[src/byte_stability_erasure_guess_top_defines.svh]
// Assertion macros for the byte stability erasure guesser.
// Included by the RTL files that carry concurrent checks; no other dependencies.
`ifndef BYTE_STABILITY_ERASURE_GUESS_TOP_DEFINES_SVH
`define BYTE_STABILITY_ERASURE_GUESS_TOP_DEFINES_SVH

`ifndef SYNTHESIS
// Property checked on every aclk edge outside reset.
`define BSEG_ASSERT(name, prop, msg) \
    name: assert property (@(posedge aclk) disable iff (!aresetn) prop) else $error(msg);
// Trigger on one edge, consequence on the next.
`define BSEG_ASSERT_NEXT(name, trig, cons, msg) \
    name: assert property (@(posedge aclk) disable iff (!aresetn) (trig) |=> (cons)) \
        else $error(msg);
`else
`define BSEG_ASSERT(name, prop, msg)
`define BSEG_ASSERT_NEXT(name, trig, cons, msg)
`endif

`endif

[src/bseg_ram.sv]
// Generic single-clock RAM: one write port, one read port, registered read.
// No dependencies.
`default_nettype none

module bseg_ram #(
    parameter int WIDTH  = 8,
    parameter int DEPTH  = 256,
    localparam int ADDR_W = (DEPTH > 1) ? $clog2(DEPTH) : 1
) (
    input  wire logic              aclk,
    input  wire logic              wr_en,
    input  wire logic [ADDR_W-1:0] wr_addr,
    input  wire logic [WIDTH-1:0]  wr_data,
    input  wire logic [ADDR_W-1:0] rd_addr,
    output logic      [WIDTH-1:0]  rd_data
);

    logic [WIDTH-1:0] mem [DEPTH];

    // read-before-write on a same-address collision
    always_ff @(posedge aclk) begin
        if (wr_en) begin
            mem[wr_addr] <= wr_data;
        end
        rd_data <= mem[rd_addr];
    end

endmodule

`default_nettype wire
[config.mk]
export PLATFORM = sky130hd
export DESIGN_NAME = bseg_ram
export DESIGN_NICKNAME = d
export VERILOG_FILES = /design/src/byte_stability_erasure_guess_top_defines.svh /design/src/bseg_ram.sv
export SDC_FILE = /design/constraint.sdc
export NUM_CORES = 2
export LEC_CHECK = 0
export BUFFER_PORTS_ARGS = -buffer_cell sky130_fd_sc_hd__buf_2
export CORE_ASPECT_RATIO = 0.8
export CORE_UTILIZATION = 58
export DETAILED_ROUTE_END_ITERATION = 10
export GPL_ROUTABILITY_DRIVEN = 0
export PLACE_DENSITY = 0.71
export SETUP_SLACK_MARGIN = 0.1
export SLEW_MARGIN = 5
export SYNTH_ARGS = -nofsm -noshare
export SYNTH_HDL_FRONTEND = slang
export SYNTH_SLANG_ARGS = --single-unit
[constraint.sdc]
create_clock -name aclk -period 2.35 [get_ports aclk]
set_input_delay 0.1175 -clock aclk [delete_from_list [all_inputs] [get_ports aclk]]
set_output_delay 0.1175 -clock aclk [all_outputs]
set_load 0.005 [all_outputs]
==> flow_summary.json <==
{
  "synthXorXnorAreaFrac_pct": 0,
  "r2r_start": "mem[42][5]$_DFFE_PP_",
  "synth_top_family_by_area": "multiplexers",
  "vdd_drop_max_mv": 0.881,
  "pwr-share-seq_pct": 54.3,
  "post-place-ws_ns": -0.972,
  "io_pins": 34,
  "dp.cells": 6011,
  "setup_violations": 0,
  "status": "completed",
  "min_period_ns": 2.29,
  "cp-endpoint": "rd_data[5]$_DFF_P_",
  "first_global_vias": 41800,
  "ff2ff_setup_slack_ns": 0.06,
  "synth_ff_type": "edfxtp_1",
  "core-area_um2": 136000,
  "syn_area_um2": 79600,
  "synth_top_area_cell": "edfxtp_1",
  "syn_inst": 3733,
  "synth_edf_count": 2048,
  "layout.nets": 4456,
  "synth-simple-area-share_pct": 2.63,
  "critical_path_class": "flop to flop",
  "place_hpwl_mm": 130,
  "drv_slew": 0,
  "dieArea_um2": 139000,
  "hp-class": "primary input to flop",
  "cts.htree.levels": 4,
  "p_switching_w": 0.0158,
  "insertion_delay_ns": 0.83,
  "timing.final.ws_setup_ns": 0.0644,
  "grt_overflow": 0,
  "fmax_mhz": 438,
  "synth.avg_cell_area_um2": 21.3,
  "final_util_pct": 68.4,
  "combPwrFrac_pct": 5.8,
  "totalPowerFinal_w": 0.0746,
  "cts.sinks": 2056,
  "yosys.cell_types.count": 55,
  "skew_ns": 0.0271,
  "stdcell_area_um2": 93100,
  "start_kind": "flop",
  "synth.area.top_cells": "edfxtp_1 (77%), mux4_2 (13%), mux2i_1 (1.7%), nor2_1 (1.3%), a22oi_1 (1.3%)",
  "drive_gt1_share_pct": 32.7,
  "grt_start_max_net_pins": 100,
  "grt_pass1_wl_mm": 292,
  "muxShareOfSynthArea_pct": 14.6,
  "relSlewSlack_pct": 33.2,
  "fill_cells": 8226,
  "total_leakage_power_nw": 30.3,
  "ys_seq_elements": 2056,
  "drt_iter0_drc": 6115,
  "yosys_warnings": 0,
  "synth_compound_area_share_pct": 3.42,
  "clockPowerShare_pct": 40.0,
  "worstPathRequired_ns": 3.03,
  "clockRootBuffer": "clkbuf_16",
  "wl_mm": 201,
  "synth-async-reset-ratio_pct": 0,
  "drc": 0,
  "dr_total_vias": 42000,
  "hold_viol": 0,
  "p_int_w": 0.0587,
  "ff2ff_path_depth": 7,
  "crit_arrival_ns": 2.97,
  "grt_use_total_pct": 29.5,
  "worst_pin_slew_ns": 1.00,
  "synth_fa_ha_area_share_pct": 0,
  "ys_seq_area_share_pct": 77.5,
  "drt-vias-per-instance": 6.60,
  "die_x_um": 416,
  "rsz0062_at_grt": "true",
  "post_drt_wl_per_cell_um": 31.6,
  "clk_path_buf_depth": 3,
  "cts_tree": "done",
  "maxCapViolCount": 0,
  "finalCritPeriodShare_pct": 97.3,
  "synth_top_area_share_pct": 77.3,
  "crit_path_end_kind": "flop",
  "numPortBuffers": 33,
  "final_cells": 6368,
  "drtPass1Iterations": 7,
  "worstReg2RegEnd": "rd_data[5]$_DFF_P_",
  "area_growth_pct": 17.0,
  "startpoint": "mem[42][5]$_DFFE_PP_",
  "switching_share_pct": 21.2,
  "antenna_found_initial": 3,
  "cts_buffers": 186,
  "ant_nets": 0,
  "place_area_um2": 86700,
  "dieHeight_um": 333,
  "power_density_nw_per_um2": 801,
  "synth_fp_nets": 3759,
  "cp_max_fo": 1,
  "clk_pin_slew_ns": 0.06,
  "rows": 121,
  "cts_setup_buffers": 0,
  "start_util_pct": 58.5
}
==> registers in the layout, indices dropped and copies added, names as in the netlist <==
name,cells
mem,2048
rd_data,8
==> per-layer routing <==
layer | global-route usage [%] | vias to the layer above | wire length [um]
li1 | - | 17100 | -
met4 | 9.16 | 4 | 6070
met5 | 0 | - | 27
met2 | 43.1 | 2728 | 90400
met3 | 7.93 | 362 | 25800
met1 | 44.0 | 21800 | 78800
==> logic make-up (layout without fill, tap and decap cells) <==
kind of cell / Yosys count / count (layout)
AO/OA/AOI/OAI: 385 / 385
flip-flops: 2056 / 2056
AND/OR/NAND/NOR: 466 / 466
multiplexers: 591 / 591
other: 0 / 1
buffers and inverters: 235 / 1086
==> cell type report <==
cell class / count / area, um^2 / share of cell area [%]
sequential: 2056 / 61700 / 66.2
multi-input combinational: 1442 / 16800 / 18.1
timing repair buffer: 742 / 6400 / 6.87
clock buffer: 233 / 4950 / 5.31
tap: 1783 / 2230 / 2.40
clock inverter: 109 / 998 / 1.07
inverter: 2 / 7.51 / 0.00807
antenna: 1 / 2.50 / 0.00269
==> power by group through the flow <==
stage / Combinational, W / Clock [W] / Sequential [W]
final: 0.00429 / 0.0298 / 0.0405
after detailed placement: 0.00413 / 0 / 0.0413
after global routing: 0.00448 / 0.0314 / 0.0404
after floorplan: 0.00196 / 0 / 0.0412
after global placement: 0.00405 / 0 / 0.0413
after CTS: 0.00423 / 0.0301 / 0.0405
==> worst min path at each step <==
stage / to / from / slack (ns) / depth (start not counted)
6_report: mem[126][7]$_DFFE_PP_ / wr_data[7] / 0.01 / 1
3_3_place_gp: mem[198][1]$_DFFE_PP_ / wr_data[1] / 0.41 / 1
5_1_grt: mem[127][7]$_DFFE_PP_ / wr_data[7] / 0.02 / 1
2_1_floorplan: mem[0][0]$_DFFE_PP_ / wr_data[0] / 0.22 / 0
3_5_place_dp: mem[198][1]$_DFFE_PP_ / wr_data[1] / 0.43 / 1
4_1_cts: mem[90][7]$_DFFE_PP_ / wr_data[7] / 0.03 / 1
==> critical path, stage by stage (launching register included) <==
cell      delay [ns]
edfxtp_1        0.38
mux4_2          0.46
nand2b_4        0.16
a311oi_4        0.37
o221ai_4        0.23
a211oi_4        0.35
buf_4           0.18
nor4_2          0.03
==> per-stage QoR <==
step | TNS, ns | hold WS (ns)
2_1_floorplan | 0 | 0.216
3_3_place_gp | -5.48 | 0.415
3_5_place_dp | -5.43 | 0.425
4_1_cts | 0 | 0.0254
5_1_grt | 0 | 0.0236
6_report | 0 | 0.0140
==> repair_timing <==
item                                    in CTS  in global routing
gates cloned                                 0                  0
pin swaps                                    6                  9
endpoints found under the hold margin      605                  0
hold buffers                                14                  0
gates resized for setup                     37                 17
endpoints found under the setup margin       8                  8
==> placed cells by master, fill, tap and decap left out, types with 5 or more instances in the layout <==
cell type	instances
edfxtp_1	2048
buf_4	634
mux4_2	454
nor2_1	278
clkbuf_16	190
mux2i_1	134
a22oi_1	131
a21oi_1	96
buf_12	62
clkinv_1	45
o221ai_1	44
clkbuf_1	40
clkinv_2	37
nand2_1	33
nand3_1	31
o22ai_1	27
nor2b_1	27
buf_2	21
bufinv_16	15
dlygate4sd3_1	14
a211oi_1	13
nor3_1	12
nor4_2	11
nor4_1	11
clkbuf_8	11
nand4_1	10
a221oi_1	10
o211ai_1	10
o21ai_0	10
a22o_1	8
nor3_2	8
dfxtp_1	8
nand2b_1	7
and2_1	6
nor4_4	5
o22a_1	5
==> cells in the mapped netlist (31+ instances only) <==
cell type and n:
a21oi_1 96, a22oi_1 133, buf_2 31, clkbuf_1 111, edfxtp_1 2048, mux2i_1 134
mux4_2 454, nand2_1 33, nand3_1 34, nor2_1 282, nor2b_1 31, o221ai_1 46
(Power assumes the default switching activity.)
